==> config.mk <==
export PLATFORM = sky130hd
export DESIGN_NAME = date_text_parse_weekday
export DESIGN_NICKNAME = d
export VERILOG_FILES = /design/src/rtl/dtp_pkg.sv /design/src/rtl/date_text_parse_weekday.sv /design/src/rtl/dtp_fifo.sv /design/src/rtl/dtp_front.sv /design/src/rtl/dtp_back.sv
export SDC_FILE = /design/constraint.sdc
export NUM_CORES = 2
export LEC_CHECK = 0
export BUFFER_PORTS_ARGS = -buffer_cell sky130_fd_sc_hd__buf_4
export CAP_MARGIN = 5
export CORE_ASPECT_RATIO = 0.5
export CORE_MARGIN = 3
export CORE_UTILIZATION = 65
export CTS_BUF_LIST = sky130_fd_sc_hd__clkbuf_4
export CTS_CLUSTER_SIZE = 30
export DETAILED_ROUTE_END_ITERATION = 10
export PLACE_DENSITY_LB_ADDON = 0.2
export SYNTH_ARGS = -nofsm -noshare
export SYNTH_HDL_FRONTEND = slang
export SYNTH_SLANG_ARGS = --single-unit
==> constraint.sdc <==
create_clock -name clk_i -period 10.8 [get_ports clk_i]
set_input_delay 1.08 -clock clk_i [delete_from_list [all_inputs] [get_ports clk_i]]
set_output_delay 1.08 -clock clk_i [all_outputs]
set_load 0.01 [all_outputs]
==> src/rtl/dtp_pkg.sv <==
// Shared types, character codes and calendar constants for the date text parser.
`default_nettype none

package dtp_pkg;

  typedef struct packed {
    logic [15:0]        full_year;
    logic [15:0]        month_number;
    logic signed [16:0] day_number;
    logic [2:0]         weekday;
    logic [8:0]         year_day;
    logic               date_ok;
  } result_t;

  localparam logic [7:0] CH_NUL   = 8'd0;
  localparam logic [7:0] CH_TAB   = 8'd9;
  localparam logic [7:0] CH_CR    = 8'd13;
  localparam logic [7:0] CH_SPACE = 8'd32;
  localparam logic [7:0] CH_PLUS  = 8'd43;
  localparam logic [7:0] CH_MINUS = 8'd45;
  localparam logic [7:0] CH_SLASH = 8'd47;
  localparam logic [7:0] CH_ZERO  = 8'd48;
  localparam logic [7:0] CH_NINE  = 8'd57;

  localparam int YEAR_PIVOT  = 1000;
  localparam int YEAR_OFFSET = 2000;
  localparam int YEAR_MIN    = 1831;
  localparam int YEAR_MAX    = 11899;
  localparam int MONTH_MAX   = 12;
  localparam int DAY_MAX     = 31;
  localparam int SAT16_MAX   = 65535;

  // floor(x / 25) = (x * RECIP) >> SHIFT, exact over the operand range used
  localparam int RECIP25_Q       = 41944;
  localparam int RECIP25_Q_SHIFT = 20;
  localparam int RECIP25_Y       = 83887;
  localparam int RECIP25_Y_SHIFT = 21;
  // floor(x / 7) for x below 2^15
  localparam int RECIP7          = 37450;
  localparam int RECIP7_SHIFT    = 18;
  // epoch and -473 offsets folded modulo 7
  localparam int WEEKDAY_BIAS    = 6;

  function automatic logic [8:0] month_start(input logic leap, input logic [3:0] m);
    logic [8:0] base;
    unique case (m)
      4'd0:    base = 9'd0;
      4'd1:    base = 9'd31;
      4'd2:    base = 9'd59;
      4'd3:    base = 9'd90;
      4'd4:    base = 9'd120;
      4'd5:    base = 9'd151;
      4'd6:    base = 9'd181;
      4'd7:    base = 9'd212;
      4'd8:    base = 9'd243;
      4'd9:    base = 9'd273;
      4'd10:   base = 9'd304;
      4'd11:   base = 9'd334;
      default: base = 9'd0;
    endcase
    if (leap && m >= 4'd2 && m <= 4'd11) begin
      base = base + 9'd1;
    end
    return base;
  endfunction

endpackage

`default_nettype wire

==> src/rtl/date_text_parse_weekday.sv <==
// Date text parser top level: queue-style byte input, queue-style result output.
//
// Bytes of a year-month-day text enter on push/full, one per cycle while full
// is low. A beat with last_char_i set closes the text: the three parsed fields
// go into a small record queue and the parser is back at its reset state for
// the next byte in the following cycle, so texts may follow back to back.
// A four-stage calendar pipeline takes one record per cycle from that queue
// and writes year, month, signed day, weekday, day of year and the valid flag
// into a result queue. Each result passes the record queue, four pipeline
// registers and the result queue to the output ports; empty low means the
// head result is valid and pop takes it. Sustained rate is one byte per cycle.
// When the receiver stops popping, the pipeline issues only while the result
// queue has room for everything in flight; once that and the record queue
// fill up, full rises and input stalls. Nothing is dropped.
// Reset clears the parser state, both queues and the pipeline valid bits.
`default_nettype none

module date_text_parse_weekday #(
  parameter int ACC_WIDTH = 16,
  parameter int REC_DEPTH = 4,
  parameter int RES_DEPTH = 8
) (
  input  wire logic               clk_i,
  input  wire logic               rst_ni,
  input  wire logic               push,
  output logic                    full,
  input  wire logic [7:0]         char_code_i,
  input  wire logic               last_char_i,
  output logic                    empty,
  input  wire logic               pop,
  output logic [15:0]             full_year_o,
  output logic [15:0]             month_number_o,
  output logic signed [16:0]      day_number_o,
  output logic [2:0]              weekday_o,
  output logic [8:0]              year_day_o,
  output logic                    date_ok_o
);

  localparam int RW = 3 * ACC_WIDTH + 1;
  localparam int OW = $bits(dtp_pkg::result_t);

  logic                         accept;
  logic                         rec_push;
  logic [RW-1:0]                rec_wdata;
  logic [RW-1:0]                rec_rdata;
  logic                         rec_pop;
  logic                         rec_full;
  logic                         rec_empty;
  logic [$clog2(REC_DEPTH):0]   rec_count;
  logic                         res_push;
  dtp_pkg::result_t             res_wdata;
  logic [OW-1:0]                res_rdata;
  logic                         res_full;
  logic [$clog2(RES_DEPTH):0]   res_count;
  dtp_pkg::result_t             res_head;

  assign full   = rec_full;
  assign accept = push && !rec_full;

  dtp_front #(
    .ACC_WIDTH (ACC_WIDTH)
  ) u_front (
    .clk_i       (clk_i),
    .rst_ni      (rst_ni),
    .accept_i    (accept),
    .char_code_i (char_code_i),
    .last_char_i (last_char_i),
    .rec_push_o  (rec_push),
    .rec_data_o  (rec_wdata)
  );

  dtp_fifo #(
    .WIDTH (RW),
    .DEPTH (REC_DEPTH)
  ) u_rec_fifo (
    .clk_i   (clk_i),
    .rst_ni  (rst_ni),
    .push_i  (rec_push),
    .wdata_i (rec_wdata),
    .pop_i   (rec_pop),
    .rdata_o (rec_rdata),
    .full_o  (rec_full),
    .empty_o (rec_empty),
    .count_o (rec_count)
  );

  dtp_back #(
    .ACC_WIDTH (ACC_WIDTH),
    .RES_DEPTH (RES_DEPTH)
  ) u_back (
    .clk_i       (clk_i),
    .rst_ni      (rst_ni),
    .rec_valid_i (!rec_empty),
    .rec_data_i  (rec_rdata),
    .rec_pop_o   (rec_pop),
    .res_count_i (res_count),
    .res_push_o  (res_push),
    .res_data_o  (res_wdata)
  );

  dtp_fifo #(
    .WIDTH (OW),
    .DEPTH (RES_DEPTH)
  ) u_res_fifo (
    .clk_i   (clk_i),
    .rst_ni  (rst_ni),
    .push_i  (res_push),
    .wdata_i (res_wdata),
    .pop_i   (pop),
    .rdata_o (res_rdata),
    .full_o  (res_full),
    .empty_o (empty),
    .count_o (res_count)
  );

  assign res_head       = res_rdata;
  assign full_year_o    = res_head.full_year;
  assign month_number_o = res_head.month_number;
  assign day_number_o   = res_head.day_number;
  assign weekday_o      = res_head.weekday;
  assign year_day_o     = res_head.year_day;
  assign date_ok_o      = res_head.date_ok;

  a_res_no_overflow: assert property (@(posedge clk_i) disable iff (!rst_ni)
    res_push |-> !res_full)
    else $error("result beat written into a full result queue");

  a_last_queued: assert property (@(posedge clk_i) disable iff (!rst_ni)
    (push && !full && last_char_i && !rec_pop) |=> (rec_count == ($past(rec_count) + 1'b1)))
    else $error("final byte did not queue a record");

  a_invalid_zero: assert property (@(posedge clk_i) disable iff (!rst_ni)
    (!empty && !date_ok_o) |-> (weekday_o == 3'd0 && year_day_o == 9'd0))
    else $error("invalid date carries nonzero weekday or day of year");

  a_valid_range: assert property (@(posedge clk_i) disable iff (!rst_ni)
    (!empty && date_ok_o) |-> (weekday_o <= 3'd6 && year_day_o <= 9'd365))
    else $error("weekday or day of year out of range");

endmodule

`default_nettype wire

==> src/rtl/dtp_fifo.sv <==
// Small first-in first-out queue with occupancy count; DEPTH is a power of two.
`default_nettype none

module dtp_fifo #(
  parameter int WIDTH = 8,
  parameter int DEPTH = 4
) (
  input  wire logic                     clk_i,
  input  wire logic                     rst_ni,
  input  wire logic                     push_i,
  input  wire logic [WIDTH-1:0]         wdata_i,
  input  wire logic                     pop_i,
  output logic      [WIDTH-1:0]         rdata_o,
  output logic                          full_o,
  output logic                          empty_o,
  output logic      [$clog2(DEPTH):0]   count_o
);

  localparam int PW = $clog2(DEPTH);

  logic [WIDTH-1:0] mem_q [DEPTH];
  logic [PW-1:0]    wptr_q;
  logic [PW-1:0]    rptr_q;
  logic [PW:0]      count_q;
  logic             do_push;
  logic             do_pop;

  assign full_o  = (count_q == (PW+1)'(DEPTH));
  assign empty_o = (count_q == '0);
  assign count_o = count_q;
  assign do_push = push_i && !full_o;
  assign do_pop  = pop_i && !empty_o;
  assign rdata_o = mem_q[rptr_q];

  always_ff @(posedge clk_i or negedge rst_ni) begin
    if (!rst_ni) begin
      wptr_q  <= '0;
      rptr_q  <= '0;
      count_q <= '0;
    end else begin
      if (do_push) begin
        wptr_q <= wptr_q + 1'b1;
      end
      if (do_pop) begin
        rptr_q <= rptr_q + 1'b1;
      end
      if (do_push && !do_pop) begin
        count_q <= count_q + 1'b1;
      end else if (do_pop && !do_push) begin
        count_q <= count_q - 1'b1;
      end
    end
  end

  always_ff @(posedge clk_i) begin
    if (do_push) begin
      mem_q[wptr_q] <= wdata_i;
    end
  end

endmodule

`default_nettype wire

==> src/rtl/dtp_front.sv <==
// Character front end: field tracking and saturating decimal accumulators.
`default_nettype none

module dtp_front #(
  parameter int ACC_WIDTH = 16
) (
  input  wire logic                   clk_i,
  input  wire logic                   rst_ni,
  input  wire logic                   accept_i,
  input  wire logic [7:0]             char_code_i,
  input  wire logic                   last_char_i,
  output logic                        rec_push_o,
  output logic [3*ACC_WIDTH:0]        rec_data_o
);

  typedef enum logic [1:0] {
    FIELD_YEAR,
    FIELD_MONTH,
    FIELD_DAY,
    FIELD_END
  } field_e;

  typedef enum logic [1:0] {
    PH_SKIP,
    PH_DIGITS,
    PH_DONE
  } phase_e;

  field_e               field_q, field_d;
  phase_e               phase_q, phase_d;
  logic [ACC_WIDTH-1:0] year_q, year_d;
  logic [ACC_WIDTH-1:0] month_q, month_d;
  logic [ACC_WIDTH-1:0] day_q, day_d;
  logic                 neg_q, neg_d;
  logic                 is_digit;
  logic                 is_blank;
  logic                 is_sep;
  logic                 grow;
  logic [ACC_WIDTH-1:0] acc_cur;
  logic [ACC_WIDTH-1:0] acc_next;

  function automatic logic [ACC_WIDTH-1:0] sat_push(input logic [ACC_WIDTH-1:0] acc,
                                                    input logic [3:0] digit);
    logic [ACC_WIDTH+3:0] s;
    s = ({4'b0000, acc} << 3) + ({4'b0000, acc} << 1) + (ACC_WIDTH+4)'(digit);
    if (|s[ACC_WIDTH+3:ACC_WIDTH]) begin
      return '1;
    end
    return s[ACC_WIDTH-1:0];
  endfunction

  assign is_digit = (char_code_i >= dtp_pkg::CH_ZERO) && (char_code_i <= dtp_pkg::CH_NINE);
  assign is_blank = ((char_code_i >= dtp_pkg::CH_TAB) && (char_code_i <= dtp_pkg::CH_CR)) ||
                    (char_code_i == dtp_pkg::CH_SPACE);
  assign is_sep   = (char_code_i == dtp_pkg::CH_SLASH) || (char_code_i == dtp_pkg::CH_MINUS);

  always_comb begin
    unique case (field_q)
      FIELD_YEAR:  acc_cur = year_q;
      FIELD_MONTH: acc_cur = month_q;
      default:     acc_cur = day_q;
    endcase
  end

  assign acc_next = sat_push(acc_cur, char_code_i[3:0]);

  always_comb begin
    field_d = field_q;
    phase_d = phase_q;
    year_d  = year_q;
    month_d = month_q;
    day_d   = day_q;
    neg_d   = neg_q;
    grow    = 1'b0;
    if (accept_i && field_q != FIELD_END) begin
      if (char_code_i == dtp_pkg::CH_NUL) begin
        field_d = FIELD_END;
      end else if (field_q != FIELD_DAY && is_sep) begin
        field_d = (field_q == FIELD_YEAR) ? FIELD_MONTH : FIELD_DAY;
        phase_d = PH_SKIP;
      end else begin
        unique case (phase_q)
          PH_SKIP: begin
            if (is_blank) begin
              phase_d = PH_SKIP;
            end else if (char_code_i == dtp_pkg::CH_PLUS) begin
              phase_d = PH_DIGITS;
            end else if (char_code_i == dtp_pkg::CH_MINUS) begin
              neg_d   = 1'b1;
              phase_d = PH_DIGITS;
            end else if (is_digit) begin
              grow    = 1'b1;
              phase_d = PH_DIGITS;
            end else begin
              phase_d = PH_DONE;
            end
          end
          PH_DIGITS: begin
            if (is_digit) begin
              grow = 1'b1;
            end else begin
              phase_d = PH_DONE;
            end
          end
          default: phase_d = phase_q;
        endcase
        if (grow) begin
          unique case (field_q)
            FIELD_YEAR:  year_d  = acc_next;
            FIELD_MONTH: month_d = acc_next;
            default:     day_d   = acc_next;
          endcase
        end
      end
    end
    rec_push_o = accept_i && last_char_i;
    rec_data_o = {neg_d, day_d, month_d, year_d};
    if (accept_i && last_char_i) begin
      field_d = FIELD_YEAR;
      phase_d = PH_SKIP;
      year_d  = '0;
      month_d = '0;
      day_d   = '0;
      neg_d   = 1'b0;
    end
  end

  always_ff @(posedge clk_i or negedge rst_ni) begin
    if (!rst_ni) begin
      field_q <= FIELD_YEAR;
      phase_q <= PH_SKIP;
      year_q  <= '0;
      month_q <= '0;
      day_q   <= '0;
      neg_q   <= 1'b0;
    end else begin
      field_q <= field_d;
      phase_q <= phase_d;
      year_q  <= year_d;
      month_q <= month_d;
      day_q   <= day_d;
      neg_q   <= neg_d;
    end
  end

endmodule

`default_nettype wire

==> src/rtl/dtp_back.sv <==
// Calendar back end: four-stage pipeline from parsed fields to weekday and day of year.
`default_nettype none

module dtp_back #(
  parameter int ACC_WIDTH = 16,
  parameter int RES_DEPTH = 8
) (
  input  wire logic                       clk_i,
  input  wire logic                       rst_ni,
  input  wire logic                       rec_valid_i,
  input  wire logic [3*ACC_WIDTH:0]       rec_data_i,
  output logic                            rec_pop_o,
  input  wire logic [$clog2(RES_DEPTH):0] res_count_i,
  output logic                            res_push_o,
  output dtp_pkg::result_t                res_data_o
);

  localparam int SW  = (ACC_WIDTH + 1 > 17) ? ACC_WIDTH + 1 : 17;
  localparam int OCW = $clog2(RES_DEPTH + 4) + 1;

  function automatic logic [15:0] sat16(input logic [SW-1:0] v);
    return (v > SW'(dtp_pkg::SAT16_MAX)) ? 16'hFFFF : v[15:0];
  endfunction

  // stage valid bits
  logic v1_q, v2_q, v3_q, v4_q;
  logic issue;
  logic [OCW-1:0] occ;

  // stage 1 inputs
  logic [SW-1:0]  y_ext;
  logic [SW-1:0]  fy_raw;
  logic [15:0]    fy_c;
  logic [15:0]    mon_c;
  logic [15:0]    day_c;
  logic           neg_c;
  logic           ok_c;
  logic [3:0]     m_c;
  logic [15:0]    corr_c;

  // stage 1 registers
  logic [15:0]        s1_fy_q, s1_mon_q;
  logic signed [16:0] s1_dnum_q;
  logic [4:0]         s1_day_q;
  logic               s1_ok_q;
  logic [3:0]         s1_m_q;
  logic [13:0]        s1_q_q;

  // stage 2
  logic [29:0]        q_prod;
  logic [32:0]        fy_prod;
  logic [15:0]        s2_fy_q, s2_mon_q;
  logic signed [16:0] s2_dnum_q;
  logic [4:0]         s2_day_q;
  logic               s2_ok_q;
  logic [3:0]         s2_m_q;
  logic [13:0]        s2_q_q;
  logic [9:0]         s2_q25_q;
  logic [11:0]        s2_fy25_q;

  // stage 3
  logic [16:0]        fy25x25;
  logic               div25;
  logic               leap;
  logic [16:0]        sum_c;
  logic [15:0]        s3_fy_q, s3_mon_q;
  logic signed [16:0] s3_dnum_q;
  logic               s3_ok_q;
  logic [14:0]        s3_sum_q;
  logic [8:0]         s3_yd_q;

  // stage 4
  logic [30:0]        wd_prod;
  logic [12:0]        wd_quot;
  logic [15:0]        wd_q7;
  logic [15:0]        wd_rem;
  dtp_pkg::result_t   s4_res_q;

  assign occ   = OCW'(res_count_i) + OCW'(v1_q) + OCW'(v2_q) + OCW'(v3_q) + OCW'(v4_q);
  assign issue = rec_valid_i && (occ < OCW'(RES_DEPTH));
  assign rec_pop_o = issue;

  always_comb begin
    y_ext  = SW'(rec_data_i[ACC_WIDTH-1:0]);
    fy_raw = (y_ext > SW'(dtp_pkg::YEAR_PIVOT)) ? y_ext : y_ext + SW'(dtp_pkg::YEAR_OFFSET);
    fy_c   = sat16(fy_raw);
    mon_c  = sat16(SW'(rec_data_i[2*ACC_WIDTH-1:ACC_WIDTH]));
    day_c  = sat16(SW'(rec_data_i[3*ACC_WIDTH-1:2*ACC_WIDTH]));
    neg_c  = rec_data_i[3*ACC_WIDTH];
    ok_c   = (fy_c >= 16'(dtp_pkg::YEAR_MIN)) && (fy_c <= 16'(dtp_pkg::YEAR_MAX)) &&
             (mon_c >= 16'd1) && (mon_c <= 16'(dtp_pkg::MONTH_MAX)) && !neg_c &&
             (day_c >= 16'd1) && (day_c <= 16'(dtp_pkg::DAY_MAX));
    m_c    = ok_c ? (mon_c[3:0] - 4'd1) : 4'd0;
    corr_c = fy_c - ((m_c < 4'd2) ? 16'd1 : 16'd0);
  end

  assign q_prod  = 30'(s1_q_q) * 30'(dtp_pkg::RECIP25_Q);
  assign fy_prod = 33'(s1_fy_q) * 33'(dtp_pkg::RECIP25_Y);

  always_comb begin
    fy25x25 = {1'b0, s2_fy25_q, 4'b0000} + {2'b00, s2_fy25_q, 3'b000} + {5'b00000, s2_fy25_q};
    div25   = ({1'b0, s2_fy_q} == fy25x25);
    leap    = (s2_fy_q[1:0] == 2'b00) && (!div25 || s2_fy_q[3:0] == 4'b0000);
    sum_c   = 17'(s2_fy_q) + 17'(s2_q_q) +
              17'({s2_q25_q, 2'b00}) + 17'({s2_q25_q, 1'b0}) +
              17'(s2_q25_q >> 2) + 17'(dtp_pkg::month_start(1'b0, s2_m_q)) +
              17'(s2_day_q) + 17'(dtp_pkg::WEEKDAY_BIAS);
  end

  always_comb begin
    wd_prod = 31'(s3_sum_q) * 31'(dtp_pkg::RECIP7);
    wd_quot = wd_prod[30:dtp_pkg::RECIP7_SHIFT];
    wd_q7   = {wd_quot, 3'b000} - {3'b000, wd_quot};
    wd_rem  = {1'b0, s3_sum_q} - wd_q7;
  end

  always_ff @(posedge clk_i or negedge rst_ni) begin
    if (!rst_ni) begin
      v1_q <= 1'b0;
      v2_q <= 1'b0;
      v3_q <= 1'b0;
      v4_q <= 1'b0;
    end else begin
      v1_q <= issue;
      v2_q <= v1_q;
      v3_q <= v2_q;
      v4_q <= v3_q;
    end
  end

  always_ff @(posedge clk_i) begin
    s1_fy_q   <= fy_c;
    s1_mon_q  <= mon_c;
    s1_dnum_q <= neg_c ? -$signed({1'b0, day_c}) : $signed({1'b0, day_c});
    s1_day_q  <= day_c[4:0];
    s1_ok_q   <= ok_c;
    s1_m_q    <= m_c;
    s1_q_q    <= corr_c[15:2];

    s2_fy_q   <= s1_fy_q;
    s2_mon_q  <= s1_mon_q;
    s2_dnum_q <= s1_dnum_q;
    s2_day_q  <= s1_day_q;
    s2_ok_q   <= s1_ok_q;
    s2_m_q    <= s1_m_q;
    s2_q_q    <= s1_q_q;
    s2_q25_q  <= q_prod[29:dtp_pkg::RECIP25_Q_SHIFT];
    s2_fy25_q <= fy_prod[32:dtp_pkg::RECIP25_Y_SHIFT];

    s3_fy_q   <= s2_fy_q;
    s3_mon_q  <= s2_mon_q;
    s3_dnum_q <= s2_dnum_q;
    s3_ok_q   <= s2_ok_q;
    s3_sum_q  <= sum_c[14:0];
    s3_yd_q   <= dtp_pkg::month_start(leap, s2_m_q) + 9'(s2_day_q) - 9'd1;

    s4_res_q.full_year    <= s3_fy_q;
    s4_res_q.month_number <= s3_mon_q;
    s4_res_q.day_number   <= s3_dnum_q;
    s4_res_q.weekday      <= s3_ok_q ? wd_rem[2:0] : 3'd0;
    s4_res_q.year_day     <= s3_ok_q ? s3_yd_q : 9'd0;
    s4_res_q.date_ok      <= s3_ok_q;
  end

  assign res_push_o = v4_q;
  assign res_data_o = s4_res_q;

endmodule

`default_nettype wire

==> out/metrics.yaml <==
status: "finished clean"
cts.repair.resized: 0
maxCapViolCount: 0
synth_compound_area_share_pct: 4.57
synth-seq-area-share_pct: 56.3
synthMuxAreaShare_pct: 9.50
numCtsBuffers: 220
crit_type: "reg2reg"
finClkSkew_ns: 0.0618
synthToLayoutAreaGrowth_pct: 9.35
synth_xor_area_share_pct: 2.27
finalSetupTns_ns: 0
grt_overflow: 0
drt_pass1_iterations: 5
routedWlPerCell_um: 21.3
coreArea_sq_mm: 0.0777
synthCells: 3357
netlist_area_sq_mm: 0.0512
place_congestion: 0.884
cts_hold_buf: 0
cts_setup_buffers: 0
cts_tree: "done"
critPathArrivalTime_ns: 7.06
period_share_pct: 56.7
tightestPinTransition_ns: 1.07
finalWirelength_um: 103000
slew_headroom_pct: 28.4
async_flop_share_pct: 6.88
drt-vias-per-instance: 5.77
nNetsFinal: 4279
ys_types: 84
track_usage_pct: 26.0
synth_nets: 4036
crit_fanout: 7
slew_viol_final: 0
detailed_place_hpwl_um: 69500
highest_layer: "met5"
clk_pin_slew_ns: 0.07
min_path_type: "in2async"
grt_max_degree: 114
drt-met1-wl_um: 47300
clockBufferDepth: 3
synth-simple-area-share_pct: 3.86
start_kind: "flip-flop"
clock_latency_ns: 1.04
cp_data_required_time_ns: 11.74
ant_nets: 0
wl_met2_um: 46500
hold_viol: 0
ys_ff_latch: 1076
htree_levels: 4
drtIter0Drc: 2215
fmax_ghz: 0.163
nFillCells: 4967
grt_first_pass_wirelength_um: 163000
initial_utilization_pct: 66.0
place_inst: 4414
fin_crit_ns: 6.12
dieHeight_um: 205
grt_pass1_vias: 29000
synth_fa_ha_area_share_pct: 19.9
synth_edf_count: 692
rsz0062_at_grt: "no"
io_buffers: 76
drc: 0
met3_length_um: 7900
cts-root-buf: "clkbuf_4"
yosys_warnings: 0
num_vias: 27900
synth_top_family_by_area: "adder cells"
end_kind: "flip-flop"
finalSetupViolations: 0
dieArea_sq_mm: 0.0824
antenna_found_initial: 8
io_pins: 77
die_w_um: 403
instances_no_fill: 4835
drive_above_1_share_pct: 20.6
rows: 72
clock_sinks: 1076
synth-main-ff-cell: "edfxtp_1"
syn_avg_cell_area_sq_um: 15.3
[cell usage in the layout (no fill, tap or decap), types with 10 or more instances in the layout]
master	synthesis	final
a21oi_1	107	107
clkbuf_4	0	353
nor2b_1	18	18
and2_1	23	19
edfxtp_1	692	692
ha_1	419	419
xnor2_1	103	103
a21o_1	27	27
o21bai_1	11	11
mux2_2	68	68
xor2_1	30	30
a31oi_1	10	10
dfxtp_1	310	310
nand2b_1	10	10
nor3_1	48	46
fa_1	247	247
dfrtp_1	74	69
nand2_1	76	76
nor2_1	120	114
inv_1	391	391
nor4_1	11	11
mux4_2	172	172
mux2i_1	20	20
nand4_1	15	15
o21ai_0	61	61
a211oi_1	56	56
clkinv_1	0	43
nand3_1	16	16
buf_4	1	106
[worst max-delay path: stages, from the launching register on]
cell,delay (ns)
dfxtp_1,0.55
ha_1,0.25
inv_1,0.06
fa_1,0.48
inv_1,0.06
fa_1,0.49
inv_1,0.05
fa_1,0.46
fa_1,0.54
inv_1,0.04
ha_1,0.32
a21o_1,0.19
a2111oi_0,0.45
o311ai_0,0.23
a31oi_1,0.22
o21ai_0,0.23
a41o_1,0.34
a41o_1,0.29
or4_1,0.43
a31oi_1,0.24
xnor2_1,0.13
[through the flow]
stage | hold slack (ns) | area (sq um) | worst slack, ns | util (%)
after floorplan | 0.310 | 51200 | 4.98 | -
final | 0.182 | 56000 | 4.68 | 72.1
after detailed placement | 0.312 | 53000 | 4.71 | 68.3
after global placement | 0.310 | 53000 | 4.88 | 68.3
after global routing | 0.202 | 56000 | 4.24 | 72.1
after CTS | 0.118 | 56000 | 4.67 | 72.1
[synth_stat cells (10+ instances only)]
cell type,number,area (sq um)
a31oi_1,10,62.6
nor3_1,48,240
mux2_2,68,766
o21bai_1,11,82.6
nor2_1,120,450
and3_1,10,62.6
a211oi_1,56,420
nor2b_1,18,113
mux4_2,172,3870
xor2_1,30,263
edfxtp_1,692,20800
nand3_1,16,80.1
buf_1,19,71.3
xnor2_1,103,902
clkbuf_1,56,210
o21ai_0,61,305
mux2i_1,20,200
inv_1,391,1470
nand2_1,76,285
nand2b_1,10,62.6
nand4_1,15,93.8
dfxtp_1,310,6210
dfrtp_1,74,1850
a21oi_1,107,536
nor4_1,11,68.8
a21o_1,27,203
ha_1,419,5240
fa_1,247,4940
and2_1,23,144
[kinds of logic after synthesis]
family          Yosys count
fa+ha+maj               666
compound gates          352
flops                  1076
simple gates            392
xor+xnor                133
mux                     261
buf+inv                 477
[per-layer routing]
metal / global-route usage (%) / vias up
met5: 0 / -
met4: 6.91 / 2
met3: 5.72 / 106
met2: 39.2 / 932
met1: 39.0 / 14000
li1: - / 12800
[layout make-up]
class	count	area [sq um]	area share, %
Multi-Input combinational cell	1804	20600	36.8
Timing Repair Buffer	107	816	1.46
Tap cell	1036	1300	2.31
Clock inverter	65	315	0.563
Inverter	391	1470	2.62
Sequential cell	1076	28900	51.5
Clock buffer	353	2650	4.73
Antenna cell	3	7.51	0.0134
[path summary, 6_finish.rpt]
| kind | from | end | slack, ns | depth (start not counted) |
|---|---|---|---|---|
| max | u_back.s1_q_q[9] | u_back.s2_q25_q[9] | 4.68 | 20 |
| max in group asynchronous | rst_ni | u_rec_fifo.rptr_q[0] | 9.78 | 1 |
| min in group clk_i | u_back.s2_mon_q[14] | u_back.s3_mon_q[14] | 0.28 | 0 |
| min reg2reg | u_back.s2_mon_q[14] | u_back.s3_mon_q[14] | 0.28 | 0 |
| min | rst_ni | u_res_fifo.rptr_q[0] | 0.18 | 1 |
| max reg2reg | u_back.s1_q_q[9] | u_back.s2_q25_q[9] | 4.68 | 20 |
[state kept, by name, indices dropped and copies added (netlist names), 17 cells and up, named ones only]
register / flops
u_back.s3_dnum_q: 17
u_back.res_data_o: 62
u_rec_fifo.mem_q: 196
u_res_fifo.mem_q: 496
u_back.s2_dnum_q: 17
Power is left out: the tool's default activity adds up to more than one toggle a clock period on the data nets, which glitch-free logic cannot reach.
